==> src/rtl/timer_rate_calibrate_and_convert_assert.svh <==
// Assertion macros for the timer rate calibration block.
// Used by timer_rate_calibrate_and_convert.sv; expects clk and rst_n in scope.
`ifndef TIMER_RATE_CALIBRATE_AND_CONVERT_ASSERT_SVH
`define TIMER_RATE_CALIBRATE_AND_CONVERT_ASSERT_SVH
`ifndef NO_ASSERTIONS
// Same-cycle implication, disabled while in reset.
`define TRCC_ASSERT_IMPL(label, ante, cons) \
    label: assert property (@(posedge clk) disable iff (!rst_n) (ante) |-> (cons)) \
        else $error("trcc assertion failed");
// Next-cycle implication, disabled while in reset.
`define TRCC_ASSERT_NEXT(label, ante, cons) \
    label: assert property (@(posedge clk) disable iff (!rst_n) (ante) |=> (cons)) \
        else $error("trcc assertion failed");
`else
`define TRCC_ASSERT_IMPL(label, ante, cons)
`define TRCC_ASSERT_NEXT(label, ante, cons)
`endif
`endif

==> src/rtl/trcc_pkg.sv <==
// Shared types and constants for the timer rate calibration block.
// No dependencies; imported by trcc_mul, trcc_div and the top level.
package trcc_pkg;

    localparam int unsigned MUL_STEPS = 32;
    localparam int unsigned DIV_STEPS = 64;
    localparam int unsigned MUL_CNT_W = $clog2(MUL_STEPS);
    localparam int unsigned DIV_CNT_W = $clog2(DIV_STEPS);
    localparam logic [MUL_CNT_W-1:0] MUL_LAST = MUL_CNT_W'(MUL_STEPS - 1);
    localparam logic [DIV_CNT_W-1:0] DIV_LAST = DIV_CNT_W'(DIV_STEPS - 1);

    localparam logic [63:0] NS_PER_SEC   = 64'd1000000000;
    localparam logic [31:0] REF_HZ_RESET = 32'd3579545;

    typedef enum logic [1:0] {
        OP_CALIBRATE = 2'd0,
        OP_FREQUENCY = 2'd1,
        OP_INTERVAL  = 2'd2,
        OP_NOP       = 2'd3
    } opcode_t;

    typedef enum logic [2:0] {
        ST_OK                 = 3'd0,
        ST_BAD_INTERVAL       = 3'd1,
        ST_BAD_FREQUENCY      = 3'd2,
        ST_EXHAUSTED          = 3'd3,
        ST_NOT_COUNTING       = 3'd4,
        ST_NOT_CALIBRATED     = 3'd5,
        ST_ALREADY_CALIBRATED = 3'd6
    } status_t;

    typedef enum logic [3:0] {
        SEQ_IDLE,
        SEQ_CAL_MUL,
        SEQ_CAL_DIV,
        SEQ_FRQ_DIV,
        SEQ_INT_SDIV,
        SEQ_INT_SMUL,
        SEQ_INT_RDIV,
        SEQ_INT_QMUL,
        SEQ_INT_RMUL,
        SEQ_INT_FDIV,
        SEQ_INT_SUM,
        SEQ_FINISH
    } seq_state_t;

    typedef struct packed {
        logic busy;
        logic done;
    } unit_stat_t;

endpackage

==> src/rtl/trcc_div.sv <==
// Bit-serial restoring divider, 64 by 64 bits, one quotient bit per cycle.
// Depends on trcc_pkg.
module trcc_div (
    input  logic                  clk,
    input  logic                  rst_n,
    input  logic                  start,
    input  logic [63:0]           dividend,
    input  logic [63:0]           divisor,
    output trcc_pkg::unit_stat_t  stat,
    output logic [63:0]           quot,
    output logic [63:0]           rem
);
    import trcc_pkg::*;

    logic                 busy_reg, busy_next;
    logic                 done_reg, done_next;
    logic [DIV_CNT_W-1:0] cnt_reg, cnt_next;
    logic [63:0]          quo_reg, quo_next;
    logic [63:0]          rem_reg, rem_next;
    logic [63:0]          dsr_reg, dsr_next;
    logic [64:0]          trial;
    logic [64:0]          diff;

    always_comb
    begin
        trial     = {rem_reg, quo_reg[63]};
        diff      = trial - {1'b0, dsr_reg};
        busy_next = busy_reg;
        done_next = 1'b0;
        cnt_next  = cnt_reg;
        quo_next  = quo_reg;
        rem_next  = rem_reg;
        dsr_next  = dsr_reg;
        if (start)
        begin
            busy_next = 1'b1;
            cnt_next  = '0;
            quo_next  = dividend;
            rem_next  = '0;
            dsr_next  = divisor;
        end
        else if (busy_reg)
        begin
            // shift in the next dividend bit, subtract when it fits
            if (!diff[64])
            begin
                rem_next = diff[63:0];
                quo_next = {quo_reg[62:0], 1'b1};
            end
            else
            begin
                rem_next = trial[63:0];
                quo_next = {quo_reg[62:0], 1'b0};
            end
            cnt_next = cnt_reg + 1'b1;
            if (cnt_reg == DIV_LAST)
            begin
                busy_next = 1'b0;
                done_next = 1'b1;
            end
        end
    end

    always_ff @(posedge clk or negedge rst_n)
    begin
        if (!rst_n)
        begin
            busy_reg <= 1'b0;
            done_reg <= 1'b0;
            cnt_reg  <= '0;
        end
        else
        begin
            busy_reg <= busy_next;
            done_reg <= done_next;
            cnt_reg  <= cnt_next;
        end
    end

    always_ff @(posedge clk)
    begin
        quo_reg <= quo_next;
        rem_reg <= rem_next;
        dsr_reg <= dsr_next;
    end

    assign stat.busy = busy_reg;
    assign stat.done = done_reg;
    assign quot      = quo_reg;
    assign rem       = rem_reg;

endmodule

==> src/rtl/trcc_mul.sv <==
// Bit-serial shift-add multiplier, 32 by 32 bits, one multiplier bit per cycle.
// Depends on trcc_pkg.
module trcc_mul (
    input  logic                  clk,
    input  logic                  rst_n,
    input  logic                  start,
    input  logic [31:0]           mplier,
    input  logic [31:0]           mcand,
    output trcc_pkg::unit_stat_t  stat,
    output logic [63:0]           prod
);
    import trcc_pkg::*;

    logic                 busy_reg, busy_next;
    logic                 done_reg, done_next;
    logic [MUL_CNT_W-1:0] cnt_reg, cnt_next;
    logic [63:0]          acc_reg, acc_next;
    logic [63:0]          mcd_reg, mcd_next;
    logic [31:0]          mpl_reg, mpl_next;

    always_comb
    begin
        busy_next = busy_reg;
        done_next = 1'b0;
        cnt_next  = cnt_reg;
        acc_next  = acc_reg;
        mcd_next  = mcd_reg;
        mpl_next  = mpl_reg;
        if (start)
        begin
            busy_next = 1'b1;
            cnt_next  = '0;
            acc_next  = '0;
            mcd_next  = {32'd0, mcand};
            mpl_next  = mplier;
        end
        else if (busy_reg)
        begin
            if (mpl_reg[0])
            begin
                acc_next = acc_reg + mcd_reg;
            end
            mcd_next = {mcd_reg[62:0], 1'b0};
            mpl_next = {1'b0, mpl_reg[31:1]};
            cnt_next = cnt_reg + 1'b1;
            if (cnt_reg == MUL_LAST)
            begin
                busy_next = 1'b0;
                done_next = 1'b1;
            end
        end
    end

    always_ff @(posedge clk or negedge rst_n)
    begin
        if (!rst_n)
        begin
            busy_reg <= 1'b0;
            done_reg <= 1'b0;
            cnt_reg  <= '0;
        end
        else
        begin
            busy_reg <= busy_next;
            done_reg <= done_next;
            cnt_reg  <= cnt_next;
        end
    end

    always_ff @(posedge clk)
    begin
        acc_reg <= acc_next;
        mcd_reg <= mcd_next;
        mpl_reg <= mpl_next;
    end

    assign stat.busy = busy_reg;
    assign stat.done = done_reg;
    assign prod      = acc_reg;

endmodule

==> src/rtl/timer_rate_calibrate_and_convert.sv <==
// Timer rate calibration and count conversion, top level.
// Depends on trcc_pkg, trcc_mul, trcc_div and the assertion macro header.
//
// One item at a time: an item is taken only while the sequencer is idle and
// its result lands in an output register, so the next item may be taken while
// that result waits. Work runs on one shared bit-serial multiplier (32 steps)
// and one restoring divider (64 steps, one quotient bit per cycle). A refused
// item uses neither unit; a frequency conversion is one divide; a calibration
// a multiply, then a divide by the ticks; an interval conversion at most a
// divide by 1e9, a multiply of the seconds, a divide of the rate by 1e9, two
// multiplies and a final divide of the sub-second part. A result held in a
// full output register stalls the next item until it is taken. The stored
// rate is set once by a successful calibration and kept until reset.
`include "timer_rate_calibrate_and_convert_assert.svh"

module timer_rate_calibrate_and_convert (
    input  logic        clk,
    input  logic        rst_n,
    input  logic        cfg_valid,
    output logic        cfg_ready,
    input  logic [31:0] cfg_data,
    input  logic        in_valid,
    output logic        in_ready,
    input  logic [1:0]  opcode,
    input  logic [31:0] start_count,
    input  logic [31:0] end_count,
    input  logic [63:0] window_ticks,
    input  logic [31:0] periodic_freq,
    input  logic [63:0] interval_ns,
    output logic        out_valid,
    input  logic        out_ready,
    output logic [2:0]  status,
    output logic [31:0] count,
    output logic [63:0] rate
);
    import trcc_pkg::*;

    seq_state_t  state_reg, state_next;
    logic [31:0] ref_hz_reg, ref_hz_next;
    logic [63:0] counts_rate_reg, counts_rate_next;
    logic        rate_valid_reg, rate_valid_next;
    logic        out_valid_reg, out_valid_next;

    logic [63:0] ticks_reg, ticks_next;
    logic [29:0] rem_ns_reg, rem_ns_next;
    logic [29:0] rr_reg, rr_next;
    logic [31:0] secprod_reg, secprod_next;
    logic [32:0] frac_reg, frac_next;
    status_t     res_status_reg, res_status_next;
    logic [31:0] res_count_reg, res_count_next;
    status_t     status_reg, status_next;
    logic [31:0] count_reg, count_next;
    logic [63:0] rate_reg, rate_next;

    logic        mul_start;
    logic [31:0] mul_a, mul_b;
    logic [63:0] mul_prod;
    unit_stat_t  mul_stat;
    logic        div_start;
    logic [63:0] div_n, div_d;
    logic [63:0] div_quot, div_rem;
    unit_stat_t  div_stat;

    logic        fin_en;
    status_t     fin_st;
    logic [31:0] fin_cnt;
    logic [33:0] total;

    trcc_mul u_mul (
        .clk    (clk),
        .rst_n  (rst_n),
        .start  (mul_start),
        .mplier (mul_a),
        .mcand  (mul_b),
        .stat   (mul_stat),
        .prod   (mul_prod)
    );

    trcc_div u_div (
        .clk      (clk),
        .rst_n    (rst_n),
        .start    (div_start),
        .dividend (div_n),
        .divisor  (div_d),
        .stat     (div_stat),
        .quot     (div_quot),
        .rem      (div_rem)
    );

    assign cfg_ready = 1'b1;
    assign in_ready  = (state_reg == SEQ_IDLE);
    assign out_valid = out_valid_reg;
    assign status    = status_reg;
    assign count     = count_reg;
    assign rate      = rate_reg;

    always_comb
    begin
        state_next       = state_reg;
        ref_hz_next      = ref_hz_reg;
        counts_rate_next = counts_rate_reg;
        rate_valid_next  = rate_valid_reg;
        out_valid_next   = out_valid_reg;
        ticks_next       = ticks_reg;
        rem_ns_next      = rem_ns_reg;
        rr_next          = rr_reg;
        secprod_next     = secprod_reg;
        frac_next        = frac_reg;
        res_status_next  = res_status_reg;
        res_count_next   = res_count_reg;
        status_next      = status_reg;
        count_next       = count_reg;
        rate_next        = rate_reg;
        mul_start        = 1'b0;
        mul_a            = '0;
        mul_b            = '0;
        div_start        = 1'b0;
        div_n            = '0;
        div_d            = '0;
        fin_en           = 1'b0;
        fin_st           = ST_OK;
        fin_cnt          = '0;
        total            = {2'b00, secprod_reg} + {1'b0, frac_reg};

        if (cfg_valid && cfg_ready)
        begin
            ref_hz_next = cfg_data;
        end

        if (out_valid_reg && out_ready)
        begin
            out_valid_next = 1'b0;
        end

        unique case (state_reg)
            SEQ_IDLE:
            begin
                if (in_valid)
                begin
                    unique case (opcode_t'(opcode))
                        OP_CALIBRATE:
                        begin
                            if (rate_valid_reg)
                            begin
                                fin_en = 1'b1;
                                fin_st = ST_ALREADY_CALIBRATED;
                            end
                            else if (ref_hz_reg == '0 || window_ticks == '0)
                            begin
                                fin_en = 1'b1;
                                fin_st = ST_BAD_FREQUENCY;
                            end
                            else if (end_count == '0)
                            begin
                                fin_en = 1'b1;
                                fin_st = ST_EXHAUSTED;
                            end
                            else if (start_count <= end_count)
                            begin
                                fin_en = 1'b1;
                                fin_st = ST_NOT_COUNTING;
                            end
                            else
                            begin
                                mul_start  = 1'b1;
                                mul_a      = start_count - end_count;
                                mul_b      = ref_hz_reg;
                                ticks_next = window_ticks;
                                state_next = SEQ_CAL_MUL;
                            end
                        end
                        OP_FREQUENCY:
                        begin
                            if (!rate_valid_reg)
                            begin
                                fin_en = 1'b1;
                                fin_st = ST_NOT_CALIBRATED;
                            end
                            else if (periodic_freq == '0)
                            begin
                                fin_en = 1'b1;
                                fin_st = ST_BAD_FREQUENCY;
                            end
                            else
                            begin
                                div_start  = 1'b1;
                                div_n      = counts_rate_reg;
                                div_d      = {32'd0, periodic_freq};
                                state_next = SEQ_FRQ_DIV;
                            end
                        end
                        OP_INTERVAL:
                        begin
                            if (!rate_valid_reg)
                            begin
                                fin_en = 1'b1;
                                fin_st = ST_NOT_CALIBRATED;
                            end
                            else if (interval_ns == '0)
                            begin
                                fin_en = 1'b1;
                                fin_st = ST_BAD_INTERVAL;
                            end
                            else
                            begin
                                div_start  = 1'b1;
                                div_n      = interval_ns;
                                div_d      = NS_PER_SEC;
                                state_next = SEQ_INT_SDIV;
                            end
                        end
                        OP_NOP:
                        begin
                            fin_en = 1'b1;
                            fin_st = ST_OK;
                        end
                    endcase
                end
            end
            SEQ_CAL_MUL:
            begin
                if (mul_stat.done)
                begin
                    div_start  = 1'b1;
                    div_n      = mul_prod;
                    div_d      = ticks_reg;
                    state_next = SEQ_CAL_DIV;
                end
            end
            SEQ_CAL_DIV:
            begin
                if (div_stat.done)
                begin
                    fin_en = 1'b1;
                    if (div_quot == '0)
                    begin
                        fin_st = ST_NOT_COUNTING;
                    end
                    else
                    begin
                        counts_rate_next = div_quot;
                        rate_valid_next  = 1'b1;
                    end
                end
            end
            SEQ_FRQ_DIV:
            begin
                if (div_stat.done)
                begin
                    fin_en = 1'b1;
                    if (div_quot == '0 || div_quot[63:32] != '0)
                    begin
                        fin_st = ST_BAD_FREQUENCY;
                    end
                    else
                    begin
                        fin_cnt = div_quot[31:0];
                    end
                end
            end
            SEQ_INT_SDIV:
            begin
                if (div_stat.done)
                begin
                    rem_ns_next = div_rem[29:0];
                    frac_next   = '0;
                    if (div_quot == '0)
                    begin
                        // no whole seconds: remainder is the whole interval, never zero
                        secprod_next = '0;
                        div_start    = 1'b1;
                        div_n        = counts_rate_reg;
                        div_d        = NS_PER_SEC;
                        state_next   = SEQ_INT_RDIV;
                    end
                    else if (div_quot[63:32] != '0 || counts_rate_reg[63:32] != '0)
                    begin
                        fin_en = 1'b1;
                        fin_st = ST_BAD_INTERVAL;
                    end
                    else
                    begin
                        mul_start  = 1'b1;
                        mul_a      = div_quot[31:0];
                        mul_b      = counts_rate_reg[31:0];
                        state_next = SEQ_INT_SMUL;
                    end
                end
            end
            SEQ_INT_SMUL:
            begin
                if (mul_stat.done)
                begin
                    if (mul_prod[63:32] != '0)
                    begin
                        fin_en = 1'b1;
                        fin_st = ST_BAD_INTERVAL;
                    end
                    else
                    begin
                        secprod_next = mul_prod[31:0];
                        if (rem_ns_reg == '0)
                        begin
                            state_next = SEQ_INT_SUM;
                        end
                        else
                        begin
                            div_start  = 1'b1;
                            div_n      = counts_rate_reg;
                            div_d      = NS_PER_SEC;
                            state_next = SEQ_INT_RDIV;
                        end
                    end
                end
            end
            SEQ_INT_RDIV:
            begin
                if (div_stat.done)
                begin
                    if (div_quot[63:32] != '0)
                    begin
                        fin_en = 1'b1;
                        fin_st = ST_BAD_INTERVAL;
                    end
                    else
                    begin
                        rr_next    = div_rem[29:0];
                        mul_start  = 1'b1;
                        mul_a      = {2'b00, rem_ns_reg};
                        mul_b      = div_quot[31:0];
                        state_next = SEQ_INT_QMUL;
                    end
                end
            end
            SEQ_INT_QMUL:
            begin
                if (mul_stat.done)
                begin
                    if (mul_prod[63:32] != '0)
                    begin
                        fin_en = 1'b1;
                        fin_st = ST_BAD_INTERVAL;
                    end
                    else
                    begin
                        frac_next  = {1'b0, mul_prod[31:0]};
                        mul_start  = 1'b1;
                        mul_a      = {2'b00, rem_ns_reg};
                        mul_b      = {2'b00, rr_reg};
                        state_next = SEQ_INT_RMUL;
                    end
                end
            end
            SEQ_INT_RMUL:
            begin
                if (mul_stat.done)
                begin
                    div_start  = 1'b1;
                    div_n      = mul_prod;
                    div_d      = NS_PER_SEC;
                    state_next = SEQ_INT_FDIV;
                end
            end
            SEQ_INT_FDIV:
            begin
                if (div_stat.done)
                begin
                    // quotient stays below 1e9, so 30 bits carry it
                    frac_next  = frac_reg + {3'b000, div_quot[29:0]};
                    state_next = SEQ_INT_SUM;
                end
            end
            SEQ_INT_SUM:
            begin
                fin_en = 1'b1;
                if (total == '0 || total[33:32] != '0)
                begin
                    fin_st = ST_BAD_INTERVAL;
                end
                else
                begin
                    fin_cnt = total[31:0];
                end
            end
            SEQ_FINISH:
            begin
                // hold the result until the output register is free
                if (!out_valid_reg || out_ready)
                begin
                    out_valid_next = 1'b1;
                    status_next    = res_status_reg;
                    count_next     = res_count_reg;
                    rate_next      = counts_rate_reg;
                    state_next     = SEQ_IDLE;
                end
            end
            default:
            begin
                state_next = SEQ_IDLE;
            end
        endcase

        if (fin_en)
        begin
            res_status_next = fin_st;
            res_count_next  = (fin_st == ST_OK) ? fin_cnt : '0;
            state_next      = SEQ_FINISH;
        end
    end

    always_ff @(posedge clk or negedge rst_n)
    begin
        if (!rst_n)
        begin
            state_reg       <= SEQ_IDLE;
            ref_hz_reg      <= REF_HZ_RESET;
            counts_rate_reg <= '0;
            rate_valid_reg  <= 1'b0;
            out_valid_reg   <= 1'b0;
        end
        else
        begin
            state_reg       <= state_next;
            ref_hz_reg      <= ref_hz_next;
            counts_rate_reg <= counts_rate_next;
            rate_valid_reg  <= rate_valid_next;
            out_valid_reg   <= out_valid_next;
        end
    end

    always_ff @(posedge clk)
    begin
        ticks_reg      <= ticks_next;
        rem_ns_reg     <= rem_ns_next;
        rr_reg         <= rr_next;
        secprod_reg    <= secprod_next;
        frac_reg       <= frac_next;
        res_status_reg <= res_status_next;
        res_count_reg  <= res_count_next;
        status_reg     <= status_next;
        count_reg      <= count_next;
        rate_reg       <= rate_next;
    end

    `TRCC_ASSERT_IMPL(a_rate_nonzero, rate_valid_reg, counts_rate_reg != '0)
    `TRCC_ASSERT_NEXT(a_rate_sticky, rate_valid_reg, rate_valid_reg)
    `TRCC_ASSERT_IMPL(a_one_unit_busy, 1'b1, !(mul_stat.busy && div_stat.busy))
    `TRCC_ASSERT_IMPL(a_refused_no_count, out_valid && status != ST_OK, count == '0)
    `TRCC_ASSERT_IMPL(a_idle_units, state_reg == SEQ_IDLE, !mul_stat.busy && !div_stat.busy)

endmodule
==> config.mk <==
export PLATFORM = sky130hd
export DESIGN_NAME = timer_rate_calibrate_and_convert
export DESIGN_NICKNAME = d
export VERILOG_FILES = /design/src/rtl/trcc_pkg.sv /design/src/rtl/trcc_div.sv /design/src/rtl/trcc_mul.sv /design/src/rtl/timer_rate_calibrate_and_convert.sv
export VERILOG_INCLUDE_DIRS = /design/src /design/src/rtl
export SDC_FILE = /design/constraint.sdc
export NUM_CORES = 2
export LEC_CHECK = 0
export BUFFER_PORTS_ARGS = -buffer_cell sky130_fd_sc_hd__clkbuf_2
export CORE_ASPECT_RATIO = 1.25
export CORE_MARGIN = 3
export CORE_UTILIZATION = 39
export CTS_CLUSTER_DIAMETER = 80
export DETAILED_ROUTE_END_ITERATION = 8
export GPL_TIMING_DRIVEN = 0
export PLACE_DENSITY = 0.67
export SLEW_MARGIN = 20
export SYNTH_ARGS = -nofsm -noshare
export SYNTH_HDL_FRONTEND = slang
export SYNTH_SLANG_ARGS = --single-unit
==> constraint.sdc <==
create_clock -name clk -period 15.6 [get_ports clk]
set_input_delay 3.12 -clock clk [delete_from_list [all_inputs] [get_ports clk]]
set_output_delay 3.12 -clock clk [all_outputs]
set_load 0.01 [all_outputs]
==> impl_metrics.ini <==
[routing]
num_vias = 37851
firstDrtPassIters = 9
ant_nets = 0
drt_iter0_drc = 3398
drt_wl_total_mm = 157
routedWlPerCell_um = 24.3
remaining_drc_errors = 0
via_per_inst = 5.86

[hold_path]
min_path_type = register to register
hold-path-endpoint = count[12]
worstHoldPathCells = 0
hp-start = res_count_reg[12]

[placed_design]
dp_slack_ns = 7.34
dp_hpwl_mm = 127
port_buffers = 362
place_inst = 6306
post_dp_cell_area_sq_mm = 0.0487
gp_congestion = 1.00

[worst_setup_path]
max_stage_delay_ns = 0.81
cpLargestDelayFamily = simple AND/OR/NAND/NOR gates
path_buf_inv = 4
crit_type = input pin to register
start_kind = input pin
r2r_end = counts_rate_reg[62]
worstPathArrival_ns = 7.99
endpoint_kind = register
crit_required_ns = 15.98
worst_r2r_startpoint = u_div.quot[39]
cp_max_fo = 51
r2r_slack_ns = 10.06
crit_slowest_cell = nor4_1
crit_chain = clkbuf_2 -> nor4_1 -> nand4_1 -> nor4_1 -> and2_1 -> nor3_1 -> nor2_1 -> nand2_1 -> nor2_1 -> clkbuf_1 -> inv_4 -> buf_16
reg2reg_depth = 8

[global_routing]
antenna_found_initial = 10
grt_pass1_vias = 36625
grt_max_degree = 61
grt_pass1_wl_mm = 229
grt_use_total_pct = 25.8
grt_overflow = 0

[clock_network]
clkLatencyLatePin_ns = 0.70
cts_hold_buf = 0
cts_tree = built
cts_sinks = 792
clk_pin_slew_ns = 0.06
cts-resized-gates = 0
htree_levels = 3
post_cts_buffers = 0
cts_made_buffers = 83
root_buffer = clkbuf_16
clock_path_buffers = 3

[power_and_ir_drop]
peakVddDrop_v = 0.0000914
total_power_mw = 9.79
p_leak_nw = 20.8
p_per_area_mw_per_mm2 = 190

[timing]
worst_slack_ns = 7.99
hold_ws_ns = 0.417
worst_pin_slew_ns = 1.21
setup_violations = 0
timing.final.crit_share_pct = 48.8
rsz0062_at_grt = no
hold_violations = 0
fin_skew_ns = 0.0450
slew_headroom_pct = 18.3
setup_tns_ns = 0
maxSlewViolCount = 0
min_period_ns = 7.61
fmax_ghz = 0.131

[synth]
synthesis.nets = 4943
synth.avg_cell_area_sq_um = 10.0
yosys.cell_count.top_type = edfxtp_1
synth_area_leader_cell = edfxtp_1
async_flop_share_pct = 14.8
synth_ff_type = edfxtp_1
ys_warn_count = 0
ys_top_cells_by_count = edfxtp_1 (515), nand2_1 (413), nor2_1 (365)
synth_seq_area_share_pct = 48.5
synth_area_sq_mm = 0.0446
yosys-top-cells-area = edfxtp_1 (35%), dfxtp_1 (7.2%), ha_1 (6.4%), dfrtp_1 (5.8%), a21oi_1 (4.0%)
post-synth-top-area-fraction_pct = 34.7
synthCells = 4446
ys_types = 89
synth-edff-count = 515
ys_ff_latch = 792

[layout]
postLayoutCellArea_sq_mm = 0.0514
fin_cells = 6462
fin_util_pct = 45.4
layout.nets = 5418
fillCellCount = 10886
drive_gt1_share_pct = 14.3
area_delta_synth_final_pct = 15.3

[die]
ios = 365
start_util_pct = 39.4
die-height_um = 384
core-area_sq_mm = 0.113
die_x_um = 308
rows = 138
die-area_sq_mm = 0.118

[status]
status = completed

[flow_run]
cap_violations = 0
## worst max path at each step
stage	cells past startpoint	end	slack [ns]	start
finish	12	u_div.quot[6]	7.99	interval_ns[25]
global route	12	u_div.quot[4]	8.00	interval_ns[25]
CTS	12	u_div.quot[4]	8.07	interval_ns[25]
detailed placement	12	u_div.quot[2]	7.34	interval_ns[25]
global placement	3	count[3]	0.1	out_ready
floorplan	2	count[0]	4.52	out_ready
## worst register-to-register path: cells and delay by family, from the launching register on
kind / cells / cell delay [ns]
buffers and inverters: 3 / 2.17
AND/OR/NAND/NOR: 4 / 2.39
multiplexers: 1 / 0.42
flip-flops: 1 / 0.43
## area by class of cell
| type | instances | area [sq um] | share of cell area, % |
|---|---|---|---|
| Multi-Input combinational cell | 3237 | 21400 | 41.6 |
| Buffer | 246 | 1030 | 2.00 |
| Clock inverter | 53 | 448 | 0.871 |
| Antenna cell | 1 | 2.50 | 0.00487 |
| Timing Repair Buffer | 390 | 2200 | 4.27 |
| Sequential cell | 792 | 21600 | 42.0 |
| Inverter | 171 | 644 | 1.25 |
| Tap cell | 1470 | 1840 | 3.58 |
| Clock buffer | 102 | 2240 | 4.36 |
## placed cells by master, fill, tap and decap left out, types with 31 or more instances in the layout
master	netlist	routed
o211ai_1	31	31
a222oi_1	36	36
mux2i_1	56	56
nor4_1	109	104
dfrtp_1	104	104
clkbuf_1	208	214
clkbuf_2	0	365
nor2_1	365	365
xor2_1	98	98
inv_1	169	167
mux2_2	94	94
a31oi_1	95	95
nor3_1	47	45
and2_1	87	87
edfxtp_1	515	515
nand4_1	71	71
o21ai_0	214	214
clkbuf_16	0	85
a21o_1	143	142
a21oi_1	353	353
ha_1	229	229
dfxtp_1	160	160
a22o_1	47	47
xnor2_1	102	102
nand3_1	109	109
a22oi_1	80	80
o21bai_1	34	34
nand2_1	413	412
a211oi_1	52	52
o21a_1	31	31
and3_1	37	36
## report_power, final
part | internal (mW) | switching, mW
logic | 1.63 | 2.50
clock network | 1.10 | 0.885
registers | 2.97 | 0.704
## kinds of logic (layout without fill, tap and decap cells)
| family | count (synthesis) | in the layout | synth area share [%] |
|---|---|---|---|
| compound gates | 1301 | 1301 | 19.3 |
| other cells | 1 | 2 | 0.00841 |
| flops | 792 | 792 | 48.5 |
| mux | 150 | 150 | 3.63 |
| simple gates | 1350 | 1350 | 14.3 |
| xor+xnor | 201 | 201 | 3.99 |
| fa+ha+maj | 234 | 234 | 6.65 |
| buf+inv | 417 | 962 | 3.71 |
## layer usage
layer | vias to the layer above | wire length (um) | global-route usage [%]
li1 | 17636 | - | -
met1 | 18176 | 60900 | 31.1
met2 | 1641 | 76200 | 44.7
met3 | 398 | 10800 | 3.46
met4 | 0 | 9440 | 13.7
met5 | - | 0 | 0
Power figures use the tool's default switching activity.
